===== config.mk =====
export PLATFORM = sky130hd
export DESIGN_NAME = led_matrix_row_scanner_flat
export DESIGN_NICKNAME = d
export VERILOG_FILES = /design/src/design/lmrs_pkg.sv /design/src/design/lmrs_if.sv /design/src/design/led_matrix_row_scanner.sv /design/src/design/lmrs_ctrl.sv /design/src/design/lmrs_datapath.sv /design/src/flat_wrapper.sv
export SDC_FILE = /design/constraint.sdc
export NUM_CORES = 1
export LEC_CHECK = 0
export BUFFER_PORTS_ARGS = -buffer_cell sky130_fd_sc_hd__buf_2
export CAP_MARGIN = 0
export CORE_UTILIZATION = 44
export DETAILED_ROUTE_END_ITERATION = 10
export PLACE_DENSITY = 0.57
export SLEW_MARGIN = 10
export SYNTH_ARGS = -nofsm -noshare
export SYNTH_HDL_FRONTEND = slang
export SYNTH_SLANG_ARGS = --single-unit

===== constraint.sdc =====
create_clock -name clk -period 5.5 [get_ports clk]
set_clock_uncertainty 0.15 [all_clocks]
set_input_delay 0.275 -clock clk [delete_from_list [all_inputs] [get_ports clk]]
set_output_delay 0.275 -clock clk [all_outputs]
set_load 0.02 [all_outputs]

===== src/design/lmrs_pkg.sv =====
// shared constants and types of the led matrix row scanner
`timescale 1ns / 1ps

package lmrs_pkg;

  // default geometry of the frame store
  localparam int ROW_COUNT     = 7;
  localparam int WORDS_PER_ROW = 5;
  localparam int WORD_BITS     = 16;

  // fixed widths of the beat fields
  localparam int ROW_FIELD_W  = 3;
  localparam int COL_FIELD_W  = 3;
  localparam int PIXEL_W      = 16;
  localparam int ROW_SEL_W    = 7;
  localparam int POS_FIELD_W  = 3;

  // item kinds carried in the mode field
  localparam logic MODE_WRITE = 1'b0;
  localparam logic MODE_TICK  = 1'b1;

  // commands from controller to datapath
  typedef struct packed {
    logic wr_en;    // store the input word
    logic rd_en;    // read one word pair and load the result register
    logic rd_last;  // this read is the last of the row
  } lmrs_cmd_t;

endpackage


===== src/design/lmrs_if.sv =====
// handshake channels of the led matrix row scanner
`timescale 1ns / 1ps

interface lmrs_in_if;
  logic                            valid;
  logic                            ready;
  logic                            mode;
  logic                            half;
  logic [lmrs_pkg::ROW_FIELD_W-1:0] row;
  logic [lmrs_pkg::COL_FIELD_W-1:0] column;
  logic [lmrs_pkg::PIXEL_W-1:0]     pixel_word;

  modport source (output valid, mode, half, row, column, pixel_word, input ready);
  modport sink   (input valid, mode, half, row, column, pixel_word, output ready);
endinterface

interface lmrs_out_if;
  logic                             valid;
  logic                             ready;
  logic [lmrs_pkg::ROW_SEL_W-1:0]   row_select;
  logic [lmrs_pkg::PIXEL_W-1:0]     top_word;
  logic [lmrs_pkg::PIXEL_W-1:0]     bottom_word;
  logic [lmrs_pkg::POS_FIELD_W-1:0] word_position;
  logic                             latch_strobe;

  modport source (output valid, row_select, top_word, bottom_word, word_position,
                  latch_strobe, input ready);
  modport sink   (input valid, row_select, top_word, bottom_word, word_position,
                  latch_strobe, output ready);
endinterface


===== src/design/led_matrix_row_scanner.sv =====
// A tick beat starts a scan; its first word beat is valid once the first read loads the result.
// A scan makes WORDS_PER_ROW reads, one frame store read a cycle while the result slot is free
// or being emptied; no beat is taken in a scan. A write beat lets the next follow at once.
// Reset (rst_n low, synchronous) clears the scan row, the controller and the written flags,
// so every frame store word reads zero until written.
`timescale 1ns / 1ps

module led_matrix_row_scanner #(
  parameter int ROW_COUNT     = lmrs_pkg::ROW_COUNT,
  parameter int WORDS_PER_ROW = lmrs_pkg::WORDS_PER_ROW,
  parameter int WORD_BITS     = lmrs_pkg::WORD_BITS,
  localparam int COL_W = (WORDS_PER_ROW > 1) ? $clog2(WORDS_PER_ROW) : 1
) (
  input  logic         clk,
  input  logic         rst_n,
  lmrs_in_if.sink      in_ch,
  lmrs_out_if.source   out_ch
);

  lmrs_pkg::lmrs_cmd_t cmd;
  logic [COL_W-1:0]    rd_col;

  // sequencing of beats and reads
  lmrs_ctrl #(
    .WORDS_PER_ROW (WORDS_PER_ROW)
  ) u_ctrl (
    .clk       (clk),
    .rst_n     (rst_n),
    .in_valid  (in_ch.valid),
    .in_mode   (in_ch.mode),
    .in_ready  (in_ch.ready),
    .out_valid (out_ch.valid),
    .out_ready (out_ch.ready),
    .cmd       (cmd),
    .rd_col    (rd_col)
  );

  // frame store and result register
  lmrs_datapath #(
    .ROW_COUNT     (ROW_COUNT),
    .WORDS_PER_ROW (WORDS_PER_ROW),
    .WORD_BITS     (WORD_BITS)
  ) u_datapath (
    .clk               (clk),
    .rst_n             (rst_n),
    .cmd               (cmd),
    .rd_col            (rd_col),
    .in_half           (in_ch.half),
    .in_row            (in_ch.row),
    .in_column         (in_ch.column),
    .in_pixel_word     (in_ch.pixel_word),
    .out_row_select    (out_ch.row_select),
    .out_top_word      (out_ch.top_word),
    .out_bottom_word   (out_ch.bottom_word),
    .out_word_position (out_ch.word_position),
    .out_latch_strobe  (out_ch.latch_strobe)
  );

endmodule


===== src/design/lmrs_ctrl.sv =====
// controller: accepts beats, sequences the word reads of a tick
`timescale 1ns / 1ps

module lmrs_ctrl #(
  parameter int WORDS_PER_ROW = lmrs_pkg::WORDS_PER_ROW,
  localparam int COL_W = (WORDS_PER_ROW > 1) ? $clog2(WORDS_PER_ROW) : 1
) (
  input  logic                  clk,
  input  logic                  rst_n,
  input  logic                  in_valid,
  input  logic                  in_mode,
  output logic                  in_ready,
  output logic                  out_valid,
  input  logic                  out_ready,
  output lmrs_pkg::lmrs_cmd_t   cmd,
  output logic [COL_W-1:0]      rd_col
);

  typedef enum logic [0:0] {
    S_IDLE,
    S_SCAN
  } state_t;

  state_t           state_r, state_nxt;
  logic [COL_W-1:0] col_r, col_nxt;
  logic             out_valid_r, out_valid_nxt;
  logic             advance;
  logic             in_take;
  logic             col_last;

  // result slot is free or being emptied this cycle
  assign advance  = !out_valid_r || out_ready;
  assign in_ready = (state_r == S_IDLE);
  assign in_take  = in_valid && in_ready;
  assign col_last = (32'(col_r) == WORDS_PER_ROW - 1);

  assign out_valid = out_valid_r;
  assign rd_col    = col_r;

  // commands to the datapath
  always_comb begin
    cmd.wr_en   = in_take && (in_mode == lmrs_pkg::MODE_WRITE);
    cmd.rd_en   = (state_r == S_SCAN) && advance;
    cmd.rd_last = (state_r == S_SCAN) && col_last;
  end

  // next state
  always_comb begin
    state_nxt = state_r;
    col_nxt   = col_r;
    case (state_r)
      S_IDLE: begin
        if (in_take && (in_mode == lmrs_pkg::MODE_TICK)) begin
          state_nxt = S_SCAN;
          col_nxt   = '0;
        end
      end
      S_SCAN: begin
        if (advance) begin
          col_nxt = col_r + 1'b1;
          if (col_last) begin
            state_nxt = S_IDLE;
          end
        end
      end
      default: begin
        state_nxt = S_IDLE;
      end
    endcase
    if (cmd.rd_en) begin
      out_valid_nxt = 1'b1;
    end else if (out_ready) begin
      out_valid_nxt = 1'b0;
    end else begin
      out_valid_nxt = out_valid_r;
    end
  end

  // state and registered outputs
  always_ff @(posedge clk) begin
    if (!rst_n) begin
      state_r     <= S_IDLE;
      col_r       <= '0;
      out_valid_r <= 1'b0;
    end else begin
      state_r     <= state_nxt;
      col_r       <= col_nxt;
      out_valid_r <= out_valid_nxt;
    end
  end

`ifndef NO_ASSERTIONS
  // every read fills the result register
  a_rd_fills: assert property (@(posedge clk) disable iff (!rst_n)
    cmd.rd_en |=> out_valid_r)
    else $error("read did not raise the result valid");

  // the last read of a row ends the scan
  a_last_ends: assert property (@(posedge clk) disable iff (!rst_n)
    cmd.rd_en && cmd.rd_last |=> state_r == S_IDLE)
    else $error("scan did not end after the last word");

  // a waiting result is never overwritten
  a_no_overwrite: assert property (@(posedge clk) disable iff (!rst_n)
    out_valid_r && !out_ready |-> !cmd.rd_en)
    else $error("result overwritten while stalled");

  // stores only happen outside a scan
  a_wr_idle: assert property (@(posedge clk) disable iff (!rst_n)
    cmd.wr_en |-> state_r == S_IDLE && !cmd.rd_en)
    else $error("store during a scan");
`endif

endmodule


===== src/design/lmrs_datapath.sv =====
// datapath: frame store halves, scan row, result register
`timescale 1ns / 1ps

module lmrs_datapath #(
  parameter int ROW_COUNT     = lmrs_pkg::ROW_COUNT,
  parameter int WORDS_PER_ROW = lmrs_pkg::WORDS_PER_ROW,
  parameter int WORD_BITS     = lmrs_pkg::WORD_BITS,
  localparam int COL_W      = (WORDS_PER_ROW > 1) ? $clog2(WORDS_PER_ROW) : 1,
  localparam int ROW_W      = (ROW_COUNT > 1) ? $clog2(ROW_COUNT) : 1,
  localparam int HALF_DEPTH = ROW_COUNT * WORDS_PER_ROW,
  localparam int ADDR_W     = (HALF_DEPTH > 1) ? $clog2(HALF_DEPTH) : 1
) (
  input  logic                               clk,
  input  logic                               rst_n,
  input  lmrs_pkg::lmrs_cmd_t                cmd,
  input  logic [COL_W-1:0]                   rd_col,
  input  logic                               in_half,
  input  logic [lmrs_pkg::ROW_FIELD_W-1:0]   in_row,
  input  logic [lmrs_pkg::COL_FIELD_W-1:0]   in_column,
  input  logic [lmrs_pkg::PIXEL_W-1:0]       in_pixel_word,
  output logic [lmrs_pkg::ROW_SEL_W-1:0]     out_row_select,
  output logic [lmrs_pkg::PIXEL_W-1:0]       out_top_word,
  output logic [lmrs_pkg::PIXEL_W-1:0]       out_bottom_word,
  output logic [lmrs_pkg::POS_FIELD_W-1:0]   out_word_position,
  output logic                               out_latch_strobe
);

  logic [WORD_BITS-1:0] top_mem [HALF_DEPTH];
  logic [WORD_BITS-1:0] bot_mem [HALF_DEPTH];
  logic [HALF_DEPTH-1:0] top_vld_r;
  logic [HALF_DEPTH-1:0] bot_vld_r;

  logic [ROW_W-1:0]     scan_row_r;
  logic [WORD_BITS-1:0] top_data_r;
  logic [WORD_BITS-1:0] bot_data_r;
  logic                 top_hit_r;
  logic                 bot_hit_r;
  logic [lmrs_pkg::ROW_SEL_W-1:0]   row_sel_r, row_sel_nxt;
  logic [lmrs_pkg::POS_FIELD_W-1:0] pos_r;
  logic                 latch_r;

  logic                 wr_ok;
  logic                 wr_top;
  logic                 wr_bot;
  logic [ADDR_W-1:0]    wr_addr;
  logic [ADDR_W-1:0]    rd_addr;
  logic [WORD_BITS-1:0] wr_data;

  // write address and range check
  assign wr_ok   = (32'(in_row) < ROW_COUNT) && (32'(in_column) < WORDS_PER_ROW);
  assign wr_top  = cmd.wr_en && wr_ok && !in_half;
  assign wr_bot  = cmd.wr_en && wr_ok && in_half;
  assign wr_addr = ADDR_W'(32'(in_row) * WORDS_PER_ROW + 32'(in_column));
  assign wr_data = WORD_BITS'(in_pixel_word);

  // read address of the current column in the scan row
  assign rd_addr = ADDR_W'(32'(scan_row_r) * WORDS_PER_ROW + 32'(rd_col));

  // one-hot row select of the scan row
  always_comb begin
    for (int i = 0; i < lmrs_pkg::ROW_SEL_W; i++) begin
      row_sel_nxt[i] = (32'(scan_row_r) == i);
    end
  end

  // frame store halves, registered reads
  always_ff @(posedge clk) begin
    if (wr_top) begin
      top_mem[wr_addr] <= wr_data;
    end
    if (wr_bot) begin
      bot_mem[wr_addr] <= wr_data;
    end
    if (cmd.rd_en) begin
      top_data_r <= top_mem[rd_addr];
      bot_data_r <= bot_mem[rd_addr];
    end
  end

  // written flags, cleared at reset so unwritten words read zero
  always_ff @(posedge clk) begin
    if (!rst_n) begin
      top_vld_r <= '0;
      bot_vld_r <= '0;
      top_hit_r <= 1'b0;
      bot_hit_r <= 1'b0;
    end else begin
      if (wr_top) begin
        top_vld_r[wr_addr] <= 1'b1;
      end
      if (wr_bot) begin
        bot_vld_r[wr_addr] <= 1'b1;
      end
      if (cmd.rd_en) begin
        top_hit_r <= top_vld_r[rd_addr];
        bot_hit_r <= bot_vld_r[rd_addr];
      end
    end
  end

  // scan row advances after the last word of a tick
  always_ff @(posedge clk) begin
    if (!rst_n) begin
      scan_row_r <= '0;
    end else if (cmd.rd_en && cmd.rd_last) begin
      if (32'(scan_row_r) + 1 >= ROW_COUNT) begin
        scan_row_r <= '0;
      end else begin
        scan_row_r <= scan_row_r + 1'b1;
      end
    end
  end

  // result beat side fields
  always_ff @(posedge clk) begin
    if (cmd.rd_en) begin
      row_sel_r <= row_sel_nxt;
      pos_r     <= lmrs_pkg::POS_FIELD_W'(rd_col);
      latch_r   <= cmd.rd_last;
    end
  end

  assign out_row_select    = row_sel_r;
  assign out_top_word      = top_hit_r ? lmrs_pkg::PIXEL_W'(top_data_r) : '0;
  assign out_bottom_word   = bot_hit_r ? lmrs_pkg::PIXEL_W'(bot_data_r) : '0;
  assign out_word_position = pos_r;
  assign out_latch_strobe  = latch_r;

endmodule

===== src/flat_wrapper.sv =====
// flat-port wrapper written by rule: the top's interface ports become plain ports
module led_matrix_row_scanner_flat 
#(
  parameter int ROW_COUNT     = lmrs_pkg::ROW_COUNT,
  parameter int WORDS_PER_ROW = lmrs_pkg::WORDS_PER_ROW,
  parameter int WORD_BITS     = lmrs_pkg::WORD_BITS,
  localparam int COL_W = (WORDS_PER_ROW > 1) ? $clog2(WORDS_PER_ROW) : 1
)
  (clk, rst_n, in_ch_valid, in_ch_mode, in_ch_half, in_ch_row, in_ch_column, in_ch_pixel_word, in_ch_ready, out_ch_valid, out_ch_row_select, out_ch_top_word, out_ch_bottom_word, out_ch_word_position, out_ch_latch_strobe, out_ch_ready);
  lmrs_in_if in_ch_i ();
  lmrs_out_if out_ch_i ();
  input  logic clk;
  input  logic rst_n;
  input wire logic [$bits(in_ch_i.valid)-1:0] in_ch_valid;
  input wire logic [$bits(in_ch_i.mode)-1:0] in_ch_mode;
  input wire logic [$bits(in_ch_i.half)-1:0] in_ch_half;
  input wire logic [$bits(in_ch_i.row)-1:0] in_ch_row;
  input wire logic [$bits(in_ch_i.column)-1:0] in_ch_column;
  input wire logic [$bits(in_ch_i.pixel_word)-1:0] in_ch_pixel_word;
  output wire logic [$bits(in_ch_i.ready)-1:0] in_ch_ready;
  output wire logic [$bits(out_ch_i.valid)-1:0] out_ch_valid;
  output wire logic [$bits(out_ch_i.row_select)-1:0] out_ch_row_select;
  output wire logic [$bits(out_ch_i.top_word)-1:0] out_ch_top_word;
  output wire logic [$bits(out_ch_i.bottom_word)-1:0] out_ch_bottom_word;
  output wire logic [$bits(out_ch_i.word_position)-1:0] out_ch_word_position;
  output wire logic [$bits(out_ch_i.latch_strobe)-1:0] out_ch_latch_strobe;
  input wire logic [$bits(out_ch_i.ready)-1:0] out_ch_ready;
  assign in_ch_i.valid = in_ch_valid;
  assign in_ch_i.mode = in_ch_mode;
  assign in_ch_i.half = in_ch_half;
  assign in_ch_i.row = in_ch_row;
  assign in_ch_i.column = in_ch_column;
  assign in_ch_i.pixel_word = in_ch_pixel_word;
  assign in_ch_ready = in_ch_i.ready;
  assign out_ch_valid = out_ch_i.valid;
  assign out_ch_row_select = out_ch_i.row_select;
  assign out_ch_top_word = out_ch_i.top_word;
  assign out_ch_bottom_word = out_ch_i.bottom_word;
  assign out_ch_word_position = out_ch_i.word_position;
  assign out_ch_latch_strobe = out_ch_i.latch_strobe;
  assign out_ch_i.ready = out_ch_ready;
  led_matrix_row_scanner #(.ROW_COUNT(ROW_COUNT), .WORDS_PER_ROW(WORDS_PER_ROW), .WORD_BITS(WORD_BITS)) u_core (.clk(clk), .rst_n(rst_n), .in_ch(in_ch_i), .out_ch(out_ch_i));
endmodule

# Yosys cells after proc, flatten, opt, wreduce, memory -nomap -nowiden
# Memories as Yosys holds them, arrays and structs flattened. A register that Yosys moved wholly into a read port is not among the register bits.
# Cells that the tools add are included.
# totals
register_bits	91
mem_bits_rw	1120
inputBits	28
output_inout_bits	45
elab_cells	78
n_memories	2
# memory_table
name	depth	word_bits	rd	rd_clocked_by_memory_dff	write_ports	line	rtl
u_core.u_datapath.bot_mem	35	16	1	1	1	lmrs_datapath.sv:29	logic [WORD_BITS-1:0] bot_mem [HALF_DEPTH];
u_core.u_datapath.top_mem	35	16	1	1	1	lmrs_datapath.sv:28	logic [WORD_BITS-1:0] top_mem [HALF_DEPTH];
# op_classes
n_addsub	5
n_mul	2
magnitude_cmp	6
n_eq_ne	9
n_mux	22
n_bitwise	4
reduce_logical	17
# ops
op	count
$or 35x35->35	2
$mux 16	2
$lt 6x7->1 const B	2
$add 6x3->6	2
$bmux 1 s6	2
$eq 3x3->1 const B	4
$mul 3x3->6 const B	2
$mux 1	12
$logic_and 1x1->1	11
$mux 3	3
$add 3x1->3 const B	2
$demux 1 s6	1
$eq 3x2->1 const B	2
$ge 6x1->1 const B	1
$lt 3x3->1 const B	2
$pmux 3 s2	1
$add 3x1->4 const B	1
$ge 4x3->1 const B	1
$ne 2x1->1 const B	2
$eq 3x1->1 const B	1
$logic_not 3->1	1
$logic_not 1->1	2
$not 1->1	2
$pmux 1 s2	1
3 further kinds	3

# Logic depth before layout (Yosys ltp)
# logic_depth
ltp_word	7
depth_mapped	12
depth_no_buf	8

# By module
# Synthesis repeated with hierarchy kept, for this count alone.
# unflattened
cells_unflattened	2248
hier_area_um2	48360.1
# modules_own_cells
module	n_inst	cells_each	area_per_inst_um2	seq_area_each_um2
lmrs_datapath	1	2216	48031.1	36424.9
lmrs_ctrl	1	32	329.1	100.1

# Least setup slack after synthesis
# Ideal clock, no wire load.
# synth_timing
kind	input to register
from	in in_ch_row[0]
to	mem u_core.u_datapath.bot_mem[4][0] (enable)
setup_ps	412
arrival_time_ps	3401
required_time_ps	4938
path_slack_ps	1537
stages	7
path_buffers	2
path_cell_list	ha_1 ha_1 fa_1 clkbuf_1 or3b_2 clkbuf_1 nor3_1
# synth_via
elab_chain_len	6
word_cells_on_any_way	8
classes_between	add/sub: 1; mul: 1; order compare: 1; mux: 2; reduce/logical: 3
# synth_rtl
item	line	rtl
start, declared	flat_wrapper.sv:17	input wire logic [$bits(in_ch_i.row)-1:0] in_ch_row;
branches (longest 6 deep; another with $mul 3x3->6)	-	
end, declared	lmrs_datapath.sv:29	
# Several ways; the timed one is not identified.

# Final worst setup path
# layout_timing
from	reg u_core.u_datapath.scan_row_r[2]
to	reg u_core.u_datapath.bot_data_r[13], read port of u_core.u_datapath.bot_mem, data pin
# layout_via
elab_chain_len	2
# layout_rtl
item	line	rtl
start, declared	lmrs_datapath.sv:33	logic [ROW_W-1:0] scan_row_r;
start signal, assigned	lmrs_datapath.sv:109	scan_row_r <= scan_row_r + 1'b1;
$mul 3x3->6	lmrs_datapath.sv:57	assign rd_addr = ADDR_W'(32'(scan_row_r) * WORDS_PER_ROW + 32'(rd_col));
$add 6x3->6	lmrs_datapath.sv:57	
end, declared	lmrs_datapath.sv:35	logic [WORD_BITS-1:0] bot_data_r;
# Every way passes these cells.
# A chain may end at the register's enable or synchronous reset.

==> metrics.txt <==
Worst-Margin Slew 1.04 ns; CORE AREA roughly 110,000 um2; Yosys top cell area share between 70 and 80%; Die X-Extent 333 um; max-capacitance violation count 0; fraction of layout cells with a size suffix above 1 a little under a third; Syn Std Cell Area between 40,000 and 50,000 um2; final layout net count between 2k and 3k; worst hold path type input pin to flip-flop; CP arrival between 4 and 5 ns; prevailing post-synth register cell edfxtp_1; post-CTS sizing 0; Setup WS post-layout around 1.4 ns; remaining routing DRC violations 0; GPL Wtd Cong between 0.7 and 0.8; vias in the first global route around 24k; hpwl dp between 60,000 and 70,000 um; Final Hold Violating Endpoints 0; Clock transition at path regs 0.06 ns; Avg Inst Size Synth around 21 um2; Detail Route Antenna Nets 0; Distinct cells, synth 54; cell count after synthesis around 2.3k; Worst path top cell family by delay adder cells; CTS tree yes; global-route wire length before repair 168,000 um; via/cell ratio between 5 and 6; P&R area growth vs syn 14.0%; most frequent cell on the critical path ha_1; Num CTS Buffers 120; setup violators final 0; status completed; Ports 73; starting density of the core between 40 and 50%; vias 23.5k; Total Neg Setup Slack 0 ns; unrepaired setup endpoints after global routing no; largest net degree at the start of global routing 80; critical-path maximum fanout 26; CTS Buffer Depth 3; Post-synth EDFFs between 1k and 1.5k; Crit Path Category flip-flop to flip-flop; wire length per cell around 28 um; initial antenna violation count 3; Clock Latency Late Sink 0.70 ns; CP Buf/Inv Count 1; slowest stage delay, CP 1.17 ns; Max H-tree Level 3; pwr/cell area between 300 and 400 nW/um2; fin crit period around 4 ns; CTS root buffer clkbuf_16; sequential-to-total area share from yosys stat 75.6%; Slew Viols, Final 0; #FFs+latches synth ~1.2k; Starting DRT DRC Count 2,224; most common cell after layout, fill and taps aside edfxtp_1; crit path capture type flip-flop; GRT Util Overall 20.8%; top cell type by total area after synthesis edfxtp_1; GRT Residual Overflow 0; Die H ~330 um; Area contributors post-synth edfxtp_1, mux4_2, dfxtp_1, o21a_1, nand2_1; crit path cell chain ha_1, ha_1, fa_2, buf_4, mux4_2, o221ai_1, a31oi_1; Placement Rows ~120; dpl cell area between 50,000 and 60,000 um2; Setup Buffers After CTS 0; clock sinks about 1.2k; slowest stage cell, crit path fa_2; Ys Warns 0; Critical Path RT approximately 5.8 ns; asr flop ratio synth 0%; CP Launch Type flip-flop; full die area ~110,000 um2; syn nets 2,396; commonest non-fill, non-tap cells in the layout edfxtp_1, mux4_2, nand2_1, clkbuf_16, buf_4; crit share post-route around 74%; total power slightly below 20 mW; post-layout instance area approximately 55,000 um2; Max IR drop VDD 0.000293 V; Port-buffer cells 72; Slew HR 30.6%; First-pass DRT Iterations 5; drt total wl 115,000 um; f_max 0.246 GHz; Leak 17.1 nW; setup slack at placement roughly 1.2 ns
## logic make-up after synthesis
logic type	share of synthesized area, %
xor gates and xnor gates	0.127
muxes	15.6
AOI/OAI and AO/OA	2.83
adders and majority gates	0.730
and+or+nand+nor	3.50
buffers and inverters	1.59
DFF	75.6
## cell usage after synthesis (35+ instances only)
| master | instances |
|---|---|
| edfxtp_1 | 1163 |
| mux4_2 | 303 |
| nand2_1 | 127 |
| nor2_1 | 111 |
| dfxtp_1 | 80 |
| o21a_1 | 67 |
| nor3_1 | 62 |
| clkbuf_1 | 54 |
| buf_2 | 47 |
| and2_1 | 36 |
| a31oi_1 | 35 |
| mux2i_1 | 35 |
## per-stage QoR
step	std cells	hold slack [ns]	util (%)
6_report	4046	0.126	50.6
5_1_grt	4045	0.145	50.6
4_1_cts	4045	0.0826	50.6
3_5_place_dp	3815	0.291	47.0
3_3_place_gp	3815	0.284	47.0
2_1_floorplan	2341	0.224	-
## power by group
part,switching (mW),internal (mW)
Sequential,0.0174,10.4
Clock,3.47,4.69
Combinational,0.599,0.301
Total,4.09,15.4
## state kept, by name, indices dropped and copies added (netlist names), 3 cells and up
register	cells
u_core.u_ctrl.rd_col	3
u_core.u_datapath.bot_data_r	16
u_core.u_datapath.bot_mem	560
u_core.u_datapath.bot_vld_r	35
u_core.u_datapath.out_row_select	7
u_core.u_datapath.out_word_position	3
u_core.u_datapath.scan_row_r	3
u_core.u_datapath.top_data_r	16
u_core.u_datapath.top_mem	560
u_core.u_datapath.top_vld_r	35
## layer usage
metal | share of wire (%) | global-route usage [%] | vias up | wire length, um
met5 | 0.011 | 0 | - | 13
met4 | 1.6 | 4.41 | 2 | 1810
met3 | 6.7 | 4.20 | 138 | 7700
met2 | 46 | 31.7 | 746 | 53100
met1 | 45 | 31.0 | 12600 | 52100
li1 | - | - | 9986 | -
## path summary, 6_finish.rpt
| check | to | slack [ns] | cells after the start | startpoint |
|---|---|---|---|---|
| hold / removal | u_core.u_datapath.bot_vld_r[11] | 0.13 | 2 | rst_n |
| setup reg to reg | u_core.u_datapath.bot_data_r[13] | 1.43 | 7 | u_core.u_datapath.scan_row_r[2] |
| hold reg to reg | u_core.u_datapath.top_vld_r[34] | 0.30 | 2 | u_core.u_datapath.top_vld_r[34] |
| setup / recovery | u_core.u_datapath.bot_data_r[13] | 1.43 | 7 | u_core.u_datapath.scan_row_r[2] |
## worst register-to-register path, cell delays in order, from the launching register on
cell	delay [ns]
dfxtp_1	0.55
ha_1	0.31
ha_1	0.31
fa_2	1.17
buf_4	0.46
mux4_2	0.42
o221ai_1	0.34
a31oi_1	0.09
## final cells by class
class	instances	area, um2
repair buffers	198	1430
fillers	8628	53700
clock inverters	72	627
inverters	9	33.8
well taps	1414	1770
flip-flops and latches	1243	36500
diodes	1	2.50
multi-input cells	956	11400
clock buffers	153	3290
## what timing repair did
action / in CTS / in global routing
endpoints found under the hold margin: 7 / 0
hold buffers: 5 / 0
endpoints found under the setup margin: 0 / 0
Note: power is estimated with default switching activity, not from simulation.
